### src/rtl/spe_pkg.sv
package spe_pkg;

  localparam int MAX_DEGREE_DEF = 7;
  localparam int CFG_W          = 3;
  localparam logic [CFG_W-1:0] DEGREE_RESET = 3'd7;
  localparam int IDX_W          = 6;
  localparam int COEF_W         = 32;
  localparam int COORD_W        = 16;
  localparam int VALUE_W        = 48;
  localparam int FRAC           = 30;
  localparam int Z_W            = 31;
  localparam int SQRT_STEPS     = 31;
  localparam logic signed [31:0] ONE_Q30 = 32'sh4000_0000;

  // Round half up, then drop FRAC fraction bits.
  function automatic logic signed [31:0] rnd30(input logic signed [63:0] v);
    logic signed [63:0] s;
    s = (v + 64'sd536870912) >>> FRAC;
    return s[31:0];
  endfunction

  function automatic logic signed [31:0] rnd15(input logic signed [47:0] v);
    logic signed [47:0] s;
    s = (v + 48'sd16384) >>> 15;
    return s[31:0];
  endfunction

endpackage

### src/rtl/spe_sqrt.sv
module spe_sqrt (
  input  logic                     clk,
  input  logic                     rst_n,
  input  logic                     start,
  input  logic [spe_pkg::Z_W-1:0]  radicand,
  output logic                     busy,
  output logic [spe_pkg::Z_W-1:0]  root
);
  import spe_pkg::*;

  localparam int CW = $clog2(SQRT_STEPS + 1);

  logic          busy_r;
  logic [CW-1:0] cnt_r;
  logic [61:0]   v_r;
  logic [32:0]   rem_r;
  logic [30:0]   q_r;
  logic [34:0]   sh;
  logic [34:0]   trial;
  logic          ge;
  logic [34:0]   diff;

  // One result bit per cycle, two radicand bits brought down each step.
  assign sh    = {rem_r[32:0], v_r[61:60]};
  assign trial = {2'b00, q_r, 2'b01};
  assign ge    = sh >= trial;
  assign diff  = sh - trial;

  always_ff @(posedge clk) begin
    if (!rst_n) begin
      busy_r <= 1'b0;
      cnt_r  <= '0;
    end else if (start) begin
      busy_r <= 1'b1;
      cnt_r  <= CW'(SQRT_STEPS);
      // The Q30 radicand is scaled by 2^30 so that the root comes out in Q30.
      v_r    <= {1'b0, radicand, 30'b0};
      rem_r  <= '0;
      q_r    <= '0;
    end else if (busy_r) begin
      rem_r  <= ge ? diff[32:0] : sh[32:0];
      q_r    <= {q_r[29:0], ge};
      v_r    <= {v_r[59:0], 2'b00};
      cnt_r  <= cnt_r - 1'b1;
      if (cnt_r == CW'(1)) begin
        busy_r <= 1'b0;
      end
    end
  end

  assign busy = busy_r;
  assign root = q_r;

endmodule

### config.mk
export PLATFORM = sky130hd
export DESIGN_NAME = spe_sqrt
export DESIGN_NICKNAME = d
export VERILOG_FILES = /design/src/rtl/spe_pkg.sv /design/src/rtl/spe_sqrt.sv
export SDC_FILE = /design/constraint.sdc
export NUM_CORES = 1
export LEC_CHECK = 0
export BUFFER_PORTS_ARGS = -buffer_cell sky130_fd_sc_hd__buf_2
export CAP_MARGIN = 5
export CORE_MARGIN = 2
export CORE_UTILIZATION = 59
export DETAILED_ROUTE_END_ITERATION = 16
export GPL_ROUTABILITY_DRIVEN = 0
export PLACE_DENSITY = 0.85
export REMOVE_ABC_BUFFERS = 1
export SYNTH_ARGS = -nofsm -noshare
export SYNTH_HDL_FRONTEND = slang
export SYNTH_SLANG_ARGS = --single-unit
### constraint.sdc
create_clock -name clk -period 4.1 [get_ports clk]
set_clock_uncertainty 0.2 [all_clocks]
set_input_delay 0 -clock clk [delete_from_list [all_inputs] [get_ports clk]]
set_output_delay 0 -clock clk [all_outputs]
set_load 0.05 [all_outputs]
==> impl_metrics.csv, run 1 <==
group,metric,value,unit
cts,clock_latency,0.38,ns
pwr,p_per_area,418,nW/µm²
place,pre_cts_slack,0.580,ns
global_route,use_met3,5.24,%
detailed_routing,wl_per_cell,16.0,µm
global_route,grt_pass1_wl,20600,µm
synth,synth_area_leaders,"edfxtp_1 (48%), ha_1 (7.3%), mux2_2 (5.4%)",
critical_path,path_buf_inv,0,
synth,synth_ff_type,"edfxtp_1",
finish,finalNetCount,717,
floorplanning,core_area,9820,µm²
global_route,grt_max_degree,74,
synth,syn_inst,553,
synth,ys_ff_latch,102,
pwr,intPower,1950,µW
synth,synth_cell_types,62,
floorplanning,fp.dieH,105,µm
pwr,swShare,33.2,%
synth,synth_most_common_cell,"edfxtp_1",
critical_path,cp_slowest_cell,"nor2_4",
synth,synth-edff-count,96,
min_path,hold_path.class,"input port to flop",
pwr,p_sw,970,µW
cts,cts_resized,0,
critical_path,path_depth,10,
status,outcome,"finished clean",
cts,clk_pin_slew_worst_paths,0.10,ns
timing,finalSetupViolCount,0,
cts,htree_levels,3,
finish,antennaDiodeCount,0,
finish,area_growth,16.1,%
critical_path,worstReg2RegStart,"rem_r[16]",
timing,hold_viol_final,0,
critical_path,critPathTopFamily,"simple AND/OR/NAND/NOR gates",
critical_path,cp-end-kind,"flop",
floorplanning,start_util,61.3,%
synth,yosysSeqAreaShare,49.9,%
cts,cts.path.max_buffers,2,
pwr,leakagePower,0.00293,µW
detailed_routing,avgViaCountPerCell,5.79,
global_route,met2_usage,38.3,%
synth,ys_top_cells_by_count,"edfxtp_1 (96), nor2_1 (65), inv_1 (40)",
critical_path,cp_cell_sequence,"ha_1, nand4_1, or2_0, nor2_1, nand3_2, a31oi_4, nor3_4, nor2_4, nand2_1, o32ai_1",
cts,clock-sinks,102,
critical_path,crit_path_max_fanout,31,
global_route,antenna_found_initial,0,
global_route,track_usage,23.2,%
global_route,overflow,0,
timing,rsz0062_at_grt,"false",
cts,cts_buffers,9,
critical_path,crit_path_end,"rem_r[31]",
detailed_routing,drtIter0Drc,240,
place,dpl_cell_area,6450,µm²
detailed_routing,drtAntennaViolNets,0,
detailed_routing,drtPass1Iterations,5,
critical_path,required,4.11,ns
timing,slew_headroom,36.0,%
pwr,p_comb_share,32.8,%
floorplanning,num_io_pins,66,
timing,post-route-period-util,86.9,%
synth,yosys_warnings,0,
pwr,seq_power_share,44.8,%
critical_path,reg2reg_slack,0.54,ns
place,hpwlAfterDp,8500,µm
floorplanning,die_x,105,µm
cts,clockRootBuffer,"clkbuf_8",
detailed_routing,drc_errors,0,
global_route,use_met1,30.0,%
timing,fin_ws,0.536,ns
finish,fill_cells,724,
critical_path,ff2ff_path_depth,10,
pwr,power.share.clock,22.4,%
critical_path,critPathLaunchType,"flop",
timing,max_freq,281,MHz
pwr,vdd.ir_drop.worst,0.285,mV
critical_path,cp_slowest_stage_delay,0.75,ns
detailed_routing,vias,4551,
synth,syn_area,6020,µm²
floorplanning,rows,36,
critical_path,critPathKind,"flop to flop",
critical_path,critPathArrivalTime,3.57,ns
finish,final_layout_size_suffix_gt1_share,19.4,%
critical_path,r2r_end,"rem_r[31]",
timing,period_needed,3.56,ns
synth,netlist.area_leader.share,47.9,%
synth,syn_avg_cell_area,10.9,µm²
timing,tightestPinTransition,0.958,ns
critical_path,cp-startpoint,"rem_r[16]",
synth,synthArstFlopShare,0,%
timing,final_max_slew_viol_count,0,
run,max_cap_violations,0,
detailed_routing,wirelength,12600,µm
synth,synth_top_cell_by_area,"edfxtp_1",
global_route,grt_pass1_vias,4404,
timing,fin_setup_tns,0,ns
global_route,grt-busiest-layer,"met2",
floorplanning,die-area,11000,µm²
place,portBuffers,65,
finish,design_area,6980,µm²
cts,cts_tree,"done",
==> layout make-up <==
class | instances | area [µm²] | area share (%)
clock buffers | 13 | 181 | 2.60
clock inverters | 3 | 22.5 | 0.322
inverters | 41 | 155 | 2.22
multi-input cells | 390 | 2760 | 39.4
flip-flops and latches | 102 | 3000 | 43.0
well taps | 133 | 166 | 2.38
repair buffers | 104 | 701 | 10.0
==> stage by stage <==
stage | cells | total power, µW | hold slack (ns) | utilization (%)
finish | 786 | 2920 | 0.254 | 71.1
global placement | 737 | 2210 | 0.0849 | 65.7
detailed placement | 737 | 2250 | 0.0866 | 65.7
global route | 786 | 3060 | 0.249 | 71.1
CTS | 786 | 2920 | 0.232 | 71.1
floorplan | 533 | 2030 | -0.0462 | -
==> registers in the layout (all words and copies together), names as in the netlist <==
register,flops
cnt_r,5
root,31
v_r,32
busy,1
rem_r,33
==> power groups by stage <==
stage	sequential, µW	combinational, µW	clock (µW)
after CTS	1310	950	661
after global routing	1320	1050	695
after floorplan	1390	639	0
final	1310	959	652
after detailed placement	1330	918	0
after global placement	1320	890	0
==> logic make-up after synthesis <==
group | count (synthesis) | synth area share [%]
AO/OA/AOI/OAI | 133 | 14.8
XOR/XNOR | 31 | 4.51
adder cells (fa/ha/maj) | 35 | 7.28
buffers and inverters | 61 | 4.28
flip-flops | 102 | 49.9
multiplexers | 42 | 7.59
AND/OR/NAND/NOR | 149 | 11.6
==> per-layer routing <==
metal | vias up | part of all wire, %
met1 | 2143 | 43
met2 | 176 | 49
met5 | - | 0
met4 | 0 | 2.7
met3 | 34 | 5.6
li1 | 2198 | -
==> layout by cell type (no fill, tap or decap), types with 8 or more instances in the layout <==
cell           instances
a21o_1                16
a21oi_1               35
buf_2                 65
clkbuf_8               9
dlygate4sd3_1         33
edfxtp_1              96
ha_1                  35
inv_1                 39
mux2_2                29
mux2i_1               13
nand2_1               33
nand3_1               11
nor2_1                65
o21a_1                 8
o21ai_0               27
xnor2_1               21
xor2_1                10
==> worst min path at each step <==
| stage | from | endpoint | slack [ns] | cells past startpoint |
|---|---|---|---|---|
| after floorplan | rst_n | cnt_r[0] | -0.05 | 1 |
| after global placement | radicand[1] | v_r[31] | 0.08 | 2 |
| after detailed placement | radicand[0] | v_r[30] | 0.09 | 2 |
| after CTS | radicand[0] | v_r[30] | 0.23 | 3 |
| after global routing | radicand[28] | v_r[58] | 0.25 | 3 |
| final | radicand[16] | v_r[46] | 0.25 | 3 |
==> worst reg2reg max path, delay by kind of cell, from the launching register on <==
kind	cells	cell delay [ns]
AO/OA/AOI/OAI	2	0.58
adder cells (fa/ha/maj)	1	0.41
flip-flops	1	0.42
AND/OR/NAND/NOR	7	1.78
==> what timing repair did <==
action / 4_1_cts / 5_1_grt
hold endpoints to repair: 52 / 0
hold buffers: 33 / 0
buffers inserted: 0 / 0
(Power assumes the default switching activity.)
==> inputs of run 2 (changes only) <==
PLACE_DENSITY = default   (was 0.85)
PLACE_DENSITY_LB_ADDON = 0.25   (was default)
REMOVE_ABC_BUFFERS = default   (was 1)
==> run 2 against run 1 <==
Die area unchanged. Critical path depth is 2 higher. Sequential share of layout area shrank 0.14 points. Cell area rose by 0.32%. Fmax rose by 9.3%. Register-to-register slack gained 0.30 ns. Clock-buffer cell count stayed put. Final cell count rose by 0.38%. Setup slack gained 0.30 ns. Critical path type unchanged.
==> impl_metrics.csv, run 2 (synthesis gave the netlist of run 1 again) <==
group,metric,value,unit
timing,period_needed,3.26,ns
timing,finalSetupViolCount,0,
pwr,power,2930,µW
cts,clock-sinks,102,
pwr,power.share.clock,21.9,%
timing,slew_headroom,32.6,%
global_route,antenna_found_initial,0,
timing,rsz0062_at_grt,"false",
timing,hold_viol_final,0,
floorplanning,die-area,11000,µm²
critical_path,worstReg2RegStart,"root[4]",
min_path,hold_path.class,"input port to flop",
timing,post-route-period-util,79.5,%
critical_path,cp-end-kind,"flop",
detailed_routing,avgViaCountPerCell,5.79,
timing,hold_ws,0.256,ns
pwr,intPower,1940,µW
finish,top_register,"rem_r",
finish,layout_commonest_cell,"edfxtp_1",
critical_path,critPathKind,"flop to flop",
cts,cts_tree,"done",
floorplanning,die_x,105,µm
pwr,p_sw,984,µW
global_route,grt_pass1_wl,21000,µm
detailed_routing,wl_per_cell,16.6,µm
place,pre_cts_slack,0.908,ns
cts,cts.path.max_buffers,2,
timing,final_max_slew_viol_count,0,
detailed_routing,drtPass1Iterations,7,
pwr,p_per_area,418,nW/µm²
run,max_cap_violations,0,
global_route,use_met1,31.6,%
pwr,leakagePower,0.00294,µW
cts,cts_hold_buf,33,
status,outcome,"finished clean",
global_route,grt_max_degree,94,
global_route,grt-busiest-layer,"met2",
critical_path,cp-startpoint,"root[4]",
timing,fin_ws,0.839,ns
timing,max_freq,307,MHz
cts,cts_resized,0,
cts,clockRootBuffer,"clkbuf_8",
critical_path,crit_path_max_fanout,13,
finish,layout_common_cells,"edfxtp_1 (96), nor2_1 (65), buf_2 (65), inv_1 (39)",
floorplanning,start_util,61.3,%
pwr,swShare,33.6,%
global_route,overflow,0,
pwr,p_comb_share,33.4,%
cts,htree_levels,3,
floorplanning,num_io_pins,66,
cts,postCtsSetupBuffers,0,
cts,clk_pin_slew_worst_paths,0.11,ns
critical_path,critPathLaunchType,"flop",
detailed_routing,wirelength,13100,µm
detailed_routing,drc_errors,0,
synth,syn_nets,622,
cts,clock_latency,0.38,ns
global_route,met2_usage,39.0,%
timing,fin_setup_tns,0,ns
finish,largest_register_ffs,33,
floorplanning,core_area,9820,µm²
global_route,track_usage,23.8,%
pwr,seq_power_share,44.7,%
detailed_routing,drtAntennaViolNets,0,
detailed_routing,drtIter0Drc,291,
finish,final_layout_size_suffix_gt1_share,19.7,%
place,hpwlAfterDp,8310,µm
critical_path,required,4.01,ns
finish,finalNetCount,719,
place,portBuffers,65,
min_path,hold_path.startpoint,"radicand[9]",
floorplanning,rows,36,
detailed_routing,vias,4569,
cts,cts_buffers,9,
global_route,grt_pass1_vias,4413,
finish,area_growth,16.5,%
floorplanning,fp.dieH,105,µm
global_route,use_met3,3.81,%
pwr,vdd.ir_drop.worst,0.256,mV
timing,tightestPinTransition,1.01,ns
critical_path,critPathArrivalTime,3.17,ns
==> run 2: power by group through the flow <==
stage          clock, µW  sequential, µW  combinational [µW]
3_5_place_dp           0            1330                 931
5_1_grt              685            1320                1060
4_1_cts              648            1310                 964
6_report             641            1310                 977
2_1_floorplan          0            1390                 672
3_3_place_gp           0            1330                 911
==> run 2: per-layer routing <==
metal | vias to the layer above | part of all wire (%)
li1 | 2211 | -
met1 | 2175 | 44
met2 | 154 | 49
met3 | 29 | 4.9
met4 | 0 | 2.7
met5 | - | 0
==> run 2: worst max-delay path, cell delays in order, from the launching register on <==
cell and delay (ns):
edfxtp_1 0.37, inv_1 0.07, ha_1 0.38, a21o_2 0.21, o21ai_1 0.14, o211ai_2 0.24, nand3_2 0.13, a31oi_4 0.26
nor3_4 0.08, nor2_4 0.39, buf_4 0.28, mux2i_1 0.20, nor2_1 0.06
==> run 2: metrics by stage <==
stage                     utilization, %  area, µm²  cells
after global routing                71.3       7000    788
after global placement              66.0       6480    739
after floorplan                        -       6020    553
after CTS                           71.3       7000    788
after detailed placement            66.0       6480    739
final                               71.4       7010    789
==> run 2: cell type report <==
class | instances | area (µm²)
sequential | 102 | 3000
tap | 133 | 166
clock buffer | 13 | 170
multi-input combinational | 390 | 2760
fill | 705 | 2810
timing repair buffer | 106 | 728
inverter | 41 | 155
clock inverter | 3 | 26.3
antenna | 1 | 2.50
==> run 2: final timing paths <==
kind | to | slack (ns) | cells past startpoint
hold reg to reg | v_r[40] | 0.36 | 1
hold / removal | v_r[39] | 0.26 | 3
setup reg to reg | rem_r[24] | 0.84 | 12
setup / recovery | rem_r[24] | 0.84 | 12
